[config.mk]
export PLATFORM = sky130hd
export DESIGN_NAME = bhws_ctrl
export DESIGN_NICKNAME = d
export VERILOG_FILES = /design/src/bhws_pkg.sv /design/src/bhws_ctrl.sv
export SDC_FILE = /design/constraint.sdc
export NUM_CORES = 1
export LEC_CHECK = 0
export ABC_AREA = 1
export BUFFER_PORTS_ARGS = -buffer_cell sky130_fd_sc_hd__buf_2
export CORE_AREA = 5 5 42 44
export DETAILED_ROUTE_END_ITERATION = 8
export DIE_AREA = 0 0 47 49
export SYNTH_ARGS = -nofsm -noshare
export SYNTH_HDL_FRONTEND = slang
export SYNTH_SLANG_ARGS = --single-unit
[constraint.sdc]
create_clock -name clk -period 0.91 [get_ports clk]
set_clock_uncertainty 0.15 [all_clocks]
set_input_delay 0.0455 -clock clk [delete_from_list [all_inputs] [get_ports clk]]
set_output_delay 0.0455 -clock clk [all_outputs]
set_load 0.01 [all_outputs]
[src/bhws_pkg.sv]
`default_nettype none
package bhws_pkg;

  // Histogram geometry
  localparam int BIN_COUNT   = 256;
  localparam int BIN_AW      = $clog2(BIN_COUNT);

  // Default counter widths
  localparam int COUNT_BITS_DEF  = 32;
  localparam int LENGTH_BITS_DEF = 16;

  // Output field widths
  localparam int OUT_COUNT_W  = 32;
  localparam int OUT_LENGTH_W = 16;
  localparam int IN_DATA_W    = 16;
  localparam int IN_USER_W    = 2;
  localparam int OUT_DATA_W   = 136;

  // Operation codes carried in tuser
  typedef enum logic [1:0] {
    OP_BYTE = 2'd0,
    OP_END  = 2'd1,
    OP_READ = 2'd2
  } op_t;

  // Controller states
  typedef enum logic [2:0] {
    ST_IDLE = 3'b001,
    ST_BUMP = 3'b010,
    ST_EMIT = 3'b100
  } state_t;

  // Controller to datapath
  typedef struct packed {
    logic load_byte;   // latch data_byte as bin index, start bin read, extend word
    logic load_read;   // latch bin_index as bin index, start bin read
    logic close_word;  // close the current word
    logic bump;        // write back incremented bin
    logic emit;        // load the output register
  } cmd_t;

  // Datapath to controller
  typedef struct packed {
    logic out_free;    // output register can take a new item
  } status_t;

endpackage
`default_nettype wire

[src/bhws_ctrl.sv]
`default_nettype none
module bhws_ctrl
  import bhws_pkg::*;
(
  input  wire logic                 clk,
  input  wire logic                 rst,
  input  wire logic                 s_tvalid,
  input  wire logic [IN_USER_W-1:0] s_tuser,
  output logic                      s_tready,
  input  wire status_t              status,
  output cmd_t                      cmd
);

  state_t state;
  state_t state_next;
  logic   accept;

  assign s_tready = (state == ST_IDLE);
  assign accept   = s_tvalid && s_tready;

  // Decode state and incoming item
  always_comb begin
    state_next = state;
    cmd        = '0;
    unique case (state)
      ST_IDLE: begin
        if (accept) begin
          unique case (op_t'(s_tuser))
            OP_BYTE: begin
              cmd.load_byte = 1'b1;
              state_next    = ST_BUMP;
            end
            OP_END: begin
              cmd.close_word = 1'b1;
            end
            OP_READ: begin
              cmd.load_read = 1'b1;
              state_next    = ST_EMIT;
            end
            default: begin
            end
          endcase
        end
      end
      ST_BUMP: begin
        cmd.bump   = 1'b1;
        state_next = ST_IDLE;
      end
      ST_EMIT: begin
        if (status.out_free) begin
          cmd.emit   = 1'b1;
          state_next = ST_IDLE;
        end
      end
      default: begin
        state_next = ST_IDLE;
      end
    endcase
  end

  // State register
  always_ff @(posedge clk) begin
    if (rst) begin
      state <= ST_IDLE;
    end else begin
      state <= state_next;
    end
  end

  // A byte item always goes through the write-back step
  a_byte_bumps: assert property (@(posedge clk) disable iff (rst)
    cmd.load_byte |=> (state == ST_BUMP))
    else $error("byte item did not move to write-back");

  // Never overwrite a result that is still waiting
  a_emit_free: assert property (@(posedge clk) disable iff (rst)
    cmd.emit |-> status.out_free)
    else $error("result loaded while output register busy");

  // Exactly one state bit is set
  a_state_onehot: assert property (@(posedge clk) disable iff (rst)
    $onehot(state))
    else $error("controller state not one-hot");

endmodule
`default_nettype wire

==> impl_metrics.yaml, run 1 <==
layout:
  diodes: 0
  regMostFlops: "state"
  layout-drive-gt1-share_pct: 70.4
  reg.largest.list: "state (3)"
  largest_register_ffs: 3
  syn_to_final_growth_pct: 108
  nets: 61
  fill_cells: 171
yosys:
  synth_top_family_by_area: "simple AND/OR/NAND/NOR gates"
  synthAdderAreaFrac_pct: 0
  synth_area_per_cell_um2: 6.55
  ys.flop_type: "dfxtp_1"
  yosysTopAreaCell: "dfxtp_1"
  syn-instance-count: 30
  synth_mux_area_share_pct: 0
  synth.distinct_cells: 12
  ys_seq_area_share_pct: 30.6
  async_flop_share_pct: 0
  yosysTopAreaCellShare_pct: 30.6
  synthesis.area_um2: 196
  synth-simple-area-share_pct: 50.3
  syn_nets: 36
  synth-xor-area-share_pct: 0
  synth_compound_area_share_pct: 7.64
  ys_seq_elements: 3
  synth_edf_count: 0
  synth_warnings: 0
  synth_area_leaders: "dfxtp_1, inv_1, nor2_1"
  yosysMostFrequentCell: "inv_1"
  synth_top_cells_by_count: "inv_1, nor2_1, nand2_1, dfxtp_1, nand3_1"
grt:
  grt_pass1_vias: 297
  grt_usage_pct: 7.31
  grt_pass1_wl_um: 1170
  antenna_found_initial: 0
  grt_overflow: 0
  grt_max_degree: 6
setup_path:
  ff2ff_setup_slack_ns: -0.34
  worstPathMaxFanout: 5
  worstReg2RegStart: "state[2]"
  critical_path_required_ns: 0.71
  reg2reg_to: "state[1]"
  worst_ep_arrival_time_ns: 1.11
  reg2reg_depth: 7
  start_kind: "flop"
  criticalPathCategory: "reg -> out"
  endpoint_kind: "primary output"
timing:
  fmax_mhz: 764
  rsz0062_at_grt: "true"
  worst_slack_ns: -0.398
  finalSetupTns_ns: -2.82
  slew_headroom_pct: 85.3
  worst_slew_pin_slew_ns: 0.219
  finalHoldViolCount: 0
  period_needed_ns: 1.31
  setup_violations: 9
  slew_viol_final: 0
  post-route-period-util_pct: 144
clock_tree:
  clock_sinks: 3
  htreeDepth: 1
  path_clk_slew_ns: 0.04
  cts_buffer_depth: 2
  cts_buffers: 3
  cts_tree: "done"
  clk_latency_ns: 0.23
  cts_root_buf: "clkbuf_4"
status:
  violations: "setup timing"
  status: "finished with violations"
power_and_ir_drop:
  power_density_nw_per_um2: 1770
  leakage_nw: 0.215
  irDropWorstVdd_v: 0.000595
placed_design:
  place_congestion: 0.713
  pre_cts_slack_ns: -0.212
  detailed_place_hpwl_um: 438
  io_buffers: 11
drt:
  num_vias: 289
  firstDrtPassIters: 3
  drc: 0
  drt.antenna.violating_nets: 0
  wl_per_cell_um: 10.5
  first_iter_violations: 1
  viasPerCell: 4.13
  wl_um: 736
worst_hold_path:
  holdPathEnd: "state[2]"
  worstHoldStart: "s_tvalid"
  min_path_cells: 4
  hp-class: "in -> reg"
floorplan:
  start_util_pct: 14.0
  die-width_um: 47
  die_h_um: 49
  core_um2: 1400
  boundaryPins: 12
  rows: 14
  fp.dieArea_um2: 2300
run:
  maxCapViolCount: 0
## timing repair
item / 4_1_cts / 5_1_grt
endpoints found under the hold margin: 3 / 0
endpoints found under the setup margin: 9 / 9
gates resized for setup: 10 / 1
hold buffers: 1 / 0
pin swaps: 6 / 2
buffers inserted: 6 / 1
## worst max-delay path by stage
stage,to,slack [ns],from,depth (start not counted)
after global routing,cmd[4],-0.50,state[2],6
after detailed placement,cmd[4],-0.21,state[2],6
after global placement,cmd[4],-0.20,state[2],6
final,cmd[4],-0.40,state[2],6
after floorplan,state[1],-0.13,state[2],5
after CTS,cmd[4],-0.41,state[2],6
## per-stage QoR
step / instance area [um^2] / total power, W / instances / hold WS (ns) / util, %
after floorplan: 203 / 0.000297 / 30 / -0.0354 / -
after global placement: 293 / 0.000359 / 59 / 0.102 / 20.9
after detailed placement: 293 / 0.000363 / 59 / 0.0990 / 20.9
after CTS: 404 / 0.000715 / 70 / 0.0359 / 28.8
after global routing: 408 / 0.000784 / 70 / 0.0586 / 29.1
final: 408 / 0.000722 / 70 / 0.0590 / 29.1
## critical path: stages (launching register included)
cell and delay (ns):
dfxtp_2 0.31, inv_2 0.07, nand2_2 0.06, nor2_4 0.14
nand2_2 0.09, nor2_2 0.07, buf_2 0.13
## cell type report
| cell class | instances | area, um^2 | share of cell area (%) |
|---|---|---|---|
| timing repair buffer | 20 | 139 | 34.0 |
| multi-input combinational | 21 | 134 | 32.8 |
| sequential | 3 | 66.3 | 16.3 |
| clock buffer | 4 | 26.3 | 6.44 |
| inverter | 6 | 22.5 | 5.52 |
| tap | 16 | 20.0 | 4.91 |
## cell families after synthesis
kind of cell / count (synthesis)
DFF: 3
AOI/OAI and AO/OA: 3
and+or+nand+nor: 18
buffers and inverters: 6
## placed cells by master (no fill, tap or decap), types with 2 or more instances in the layout
master,instances
buf_2,10
buf_4,6
inv_1,4
nand2_2,3
nand2_1,3
nor2_1,3
clkbuf_4,3
buf_6,3
inv_2,2
nand3_2,2
nor2_2,2
nand3_1,2
a21oi_2,2
dfxtp_2,2
## report_power, final
| part | internal, W | switching [W] |
|---|---|---|
| combinational | 0.000162 | 0.000150 |
| clock | 0.000164 | 0.0000703 |
| sequential | 0.000152 | 0.0000230 |
## metal layers
layer | vias to the layer above | part of all wire (%) | track usage, %
li1 | 144 | - | -
met1 | 127 | 34 | 5.91
met2 | 12 | 52 | 12.0
met3 | 6 | 7.5 | 2.21
met4 | 0 | 5.8 | 8.29
met5 | - | 0 | 0
(Power assumes the default switching activity.)
==> run 2: changes to the inputs <==
--- a/config.mk
+++ b/config.mk
@@ -10,6 +10,7 @@
 export CORE_AREA = 5 5 42 44
 export DETAILED_ROUTE_END_ITERATION = 8
 export DIE_AREA = 0 0 47 49
+export PLACE_DENSITY = 0.42
 export SYNTH_ARGS = -nofsm -noshare
 export SYNTH_HDL_FRONTEND = slang
 export SYNTH_SLANG_ARGS = --single-unit
==> impl_metrics.yaml, run 2 (synthesis gave the netlist of run 1 again) <==
status:
  status: "finished with violations"
  violations: "hold timing, setup timing"
setup_path:
  worst_ep_arrival_time_ns: 1.12
  cp_common_cell: "nand2_2"
  start_kind: "flop"
  endpoint_kind: "primary output"
  critPathMaxStageDelay_ns: 0.31
  slowest_stage: "dfxtp_2"
  worstPathMaxFanout: 5
  worstPathCellList: "inv_2 > nand2_2 > nor2_4 > nand2_2 > nor2_2 > buf_2"
  critical_path_required_ns: 0.71
  criticalPathCategory: "reg -> out"
timing:
  fin_hold_ws_ns: -0.0328
  setup_violations: 9
  fmax_mhz: 761
  post-route-period-util_pct: 144
  finalHoldViolCount: 1
  slew_viol_final: 0
  period_needed_ns: 1.31
  finalSetupTns_ns: -2.59
  worst_slack_ns: -0.403
  slew_headroom_pct: 85.1
  worst_slew_pin_slew_ns: 0.221
  rsz0062_at_grt: "true"
drt:
  first_iter_violations: 2
  wl_um: 579
  firstDrtPassIters: 4
  wl_per_cell_um: 8.64
  drt.antenna.violating_nets: 0
  drc: 0
  num_vias: 253
  viasPerCell: 3.78
placed_design:
  io_buffers: 11
  pre_cts_slack_ns: -0.211
  place_congestion: 0.677
  place_inst: 59
clock_tree:
  cts_buffer_depth: 2
  path_clk_slew_ns: 0.04
  postCtsHoldBufs: 1
  htreeDepth: 1
  clk_latency_ns: 0.23
  cts_buffers: 3
  cts_root_buf: "clkbuf_4"
  cts_tree: "done"
  clock_sinks: 3
layout:
  regMostFlops: "state"
  nets: 58
  final_common_cell: "buf_2"
  layout_common_cells: "buf_2, buf_4, inv_1"
  largest_register_ffs: 3
  stdcell_count: 67
  layout-drive-gt1-share_pct: 68.6
  fill_cells: 169
  syn_to_final_growth_pct: 93.0
  diodes: 0
  reg.largest.list: "state (3)"
run:
  maxCapViolCount: 0
grt:
  antenna_found_initial: 0
  grt_pass1_vias: 253
  grt_pass1_wl_um: 945
  grt_max_degree: 6
  grt_usage_pct: 5.84
  grt_overflow: 0
worst_hold_path:
  hp-class: "in -> reg"
power_and_ir_drop:
  leakage_nw: 0.202
  irDropWorstVdd_v: 0.000618
  power_density_nw_per_um2: 1760
floorplan:
  die-width_um: 47
  core_um2: 1400
  die_h_um: 49
  rows: 14
  fp.dieArea_um2: 2300
  boundaryPins: 12
  start_util_pct: 14.0
-- run 2: cell types whose count changed in the layout (fill, tap and decap cells not counted), sizes merged --
| cell | previous run | this run |
|---|---|---|
| buf | 19 | 16 |
-- run 2: repair_timing --
item | 4_1_cts | 5_1_grt
setup endpoints to repair | 9 | 9
pin swaps | 4 | 3
hold endpoints to repair | 3 | 1
buffers inserted | 2 | 1
gates resized for setup | 6 | 2
-- run 2: power by group --
| part | total [W] | switching (W) | internal [W] |
|---|---|---|---|
| clock | 0.000237 | 0.0000727 | 0.000165 |
| combinational | 0.000257 | 0.000131 | 0.000126 |
| sequential | 0.000173 | 0.0000215 | 0.000152 |
-- run 2: path summary, 6_finish.rpt --
kind | end | depth (start not counted) | slack (ns) | from
hold / removal | state[2] | 3 | -0.03 | s_tvalid
setup / recovery | cmd[4] | 6 | -0.40 | state[2]
hold reg to reg | state[2] | 3 | 0.44 | state[1]
setup reg to reg | state[0] | 6 | -0.25 | state[2]
-- run 2: critical path, delay by kind of cell, from the launching register on --
family	cells	cell delay [ns]
buffers and inverters	2	0.20
flip-flops	1	0.31
AND/OR/NAND/NOR	4	0.38
-- run 2: stage by stage --
stage	cell area, um^2	utilization, %	hold WS (ns)	total power, W
3_3_place_gp	293	20.9	0.101	0.000363
2_1_floorplan	203	-	-0.0354	0.000297
5_1_grt	379	27.1	-0.0208	0.000706
4_1_cts	363	25.9	-0.0350	0.000656
6_report	379	27.1	-0.0328	0.000667
3_5_place_dp	293	20.9	0.101	0.000361
-- run 2: layout make-up --
class	count	area [um^2]	area share (%)
inverters	6	22.5	5.94
clock buffers	4	26.3	6.93
well taps	16	20.0	5.28
flip-flops and latches	3	66.3	17.5
multi-input cells	21	135	35.6
repair buffers	17	109	28.7
-- run 2: per-layer routing --
| metal | track usage [%] | up-vias | part of all wire, % |
|---|---|---|---|
| li1 | - | 136 | - |
| met1 | 5.92 | 108 | 38 |
| met2 | 9.05 | 7 | 54 |
| met3 | 1.48 | 2 | 5.4 |
| met4 | 5.53 | 0 | 2.6 |
| met5 | 0 | - | 0 |
==> run 3: changes to the inputs <==
--- a/config.mk
+++ b/config.mk
@@ -11,6 +11,7 @@
 export DETAILED_ROUTE_END_ITERATION = 8
 export DIE_AREA = 0 0 47 49
 export PLACE_DENSITY = 0.42
+export REMOVE_ABC_BUFFERS = 1
 export SYNTH_ARGS = -nofsm -noshare
 export SYNTH_HDL_FRONTEND = slang
 export SYNTH_SLANG_ARGS = --single-unit
==> impl_metrics.yaml, run 3 (synthesis gave the netlist of run 1 again) <==
status:
  violations: "setup timing"
  status: "finished with violations"
timing:
  fmax_mhz: 756
  post-route-period-util_pct: 145
  period_needed_ns: 1.32
  finalSetupTns_ns: -2.79
  setup_violations: 9
  rsz0062_at_grt: "true"
  worst_slew_pin_slew_ns: 0.198
  finalHoldViolCount: 0
  slew_viol_final: 0
  worst_slack_ns: -0.413
  slew_headroom_pct: 86.7
layout:
  final-seq-area_um2: 68.8
  largest_register_ffs: 3
  layout_common_cells: "buf_2, buf_4, inv_1, nor2_1, buf_6"
  regMostFlops: "state"
  fin_util_pct: 31.3
  diodes: 0
  syn_to_final_growth_pct: 124
  final_common_cell: "buf_2"
  reg.largest.list: "state (3)"
  multi_input_area_um2: 140
  layout-drive-gt1-share_pct: 69.6
  fill_cells: 160
  nets: 63
grt:
  grt_overflow: 0
  grt_max_degree: 6
  grt_usage_pct: 6.12
  grt_pass1_wl_um: 1000
  grt_pass1_vias: 261
  antenna_found_initial: 0
drt:
  num_vias: 282
  routed.top_layer: "met3"
  wl_per_cell_um: 9.60
  wl_met2_um: 401
  firstDrtPassIters: 2
  viasPerCell: 3.92
  m1WireLength_um: 240
  drt.antenna.violating_nets: 0
  first_iter_violations: 3
  routed-wl-met3_um: 49
  wl_um: 691
  drc: 0
setup_path:
  criticalPathCategory: "reg -> out"
  worstPathMaxFanout: 5
  slowest_stage: "dfxtp_2"
  cp_common_cell: "buf_6"
  worstPathCellList: "inv_2 > nand2_2 > nor2_4 > buf_4 > buf_6 > buf_6"
  critical_path_required_ns: 0.71
  worst-path-buf-inv: 4
  worst_ep_arrival_time_ns: 1.13
  critPathMaxStageDelay_ns: 0.31
  start_kind: "flop"
  endpoint_kind: "primary output"
  cp_top_family: "buffers and inverters"
clock_tree:
  cts_root_buf: "clkbuf_4"
  cts_buffer_depth: 2
  clock_sinks: 3
  cts_buffers: 3
  clk_latency_ns: 0.23
  cts_tree: "done"
  path_clk_slew_ns: 0.04
  htreeDepth: 1
power_and_ir_drop:
  leakage_nw: 0.232
  power_w: 0.000733
  power_density_nw_per_um2: 1670
  irDropWorstVdd_v: 0.000713
worst_hold_path:
  hp-class: "in -> reg"
floorplan:
  boundaryPins: 12
  rows: 14
  core_um2: 1400
  die-width_um: 47
  fp.dieArea_um2: 2300
  start_util_pct: 14.0
  die_h_um: 49
run:
  maxCapViolCount: 0
placed_design:
  io_buffers: 11
  place_congestion: 0.702
[run 3: metal layers]
metal  up-vias  global-route usage [%]
li1        145                       -
met1       131                    5.92
met2         6                    9.95
met3         0                    1.48
met4         0                    5.53
met5         -                       0
[run 3: metrics by stage]
step                      setup WS, ns  instance area [um^2]  hold slack [ns]  std cells
final                           -0.413                   439           0.0381         72
after global routing            -0.474                   439           0.0614         72
after CTS                       -0.426                   404           0.0242         71
after detailed placement        -0.242                   279           0.0972         58
after global placement          -0.229                   279            0.100         58
after floorplan                 -0.166                   196          -0.0354         30
[run 3: final timing paths]
kind / start / endpoint / slack, ns / cells after the start
worst max-delay path: state[2] / s_tready / -0.41 / 6
worst min register to register: state[1] / state[1] / 0.49 / 4
worst min-delay path: s_tvalid / state[2] / 0.04 / 4
worst max register to register: state[2] / state[2] / -0.22 / 6
[run 3: final cells by class]
cell class / instances / share of cell area [%]
timing repair buffer: 22 / 36.8
multi-input combinational: 21 / 31.9
sequential: 3 / 15.7
clock buffer: 4 / 5.98
inverter: 6 / 5.13
tap: 16 / 4.56
[run 3: worst register-to-register path, delay by kind of cell, from the launching register on]
kind | cells | cell delay [ns]
AOI/OAI and AO/OA | 1 | 0.09
buffers and inverters | 2 | 0.19
and+or+nand+nor | 3 | 0.32
DFF | 1 | 0.31
[run 3: repair_timing]
| item | CTS | global route |
|---|---|---|
| hold buffers | 1 | 0 |
| setup endpoints to repair | 9 | 9 |
| pin swaps | 6 | 5 |
| endpoints found under the hold margin | 3 | 0 |
| setup buffers | 8 | 2 |
| gates resized for setup | 10 | 8 |
[run 3: power breakdown]
part / switching, W / leakage [nW] / total (W) / internal, W
registers: 0.0000232 / 0.0259 / 0.000176 / 0.000153
clock network: 0.0000714 / 0.0150 / 0.000236 / 0.000164
logic: 0.000149 / 0.191 / 0.000321 / 0.000172
total: 0.000243 / 0.232 / 0.000733 / 0.000490
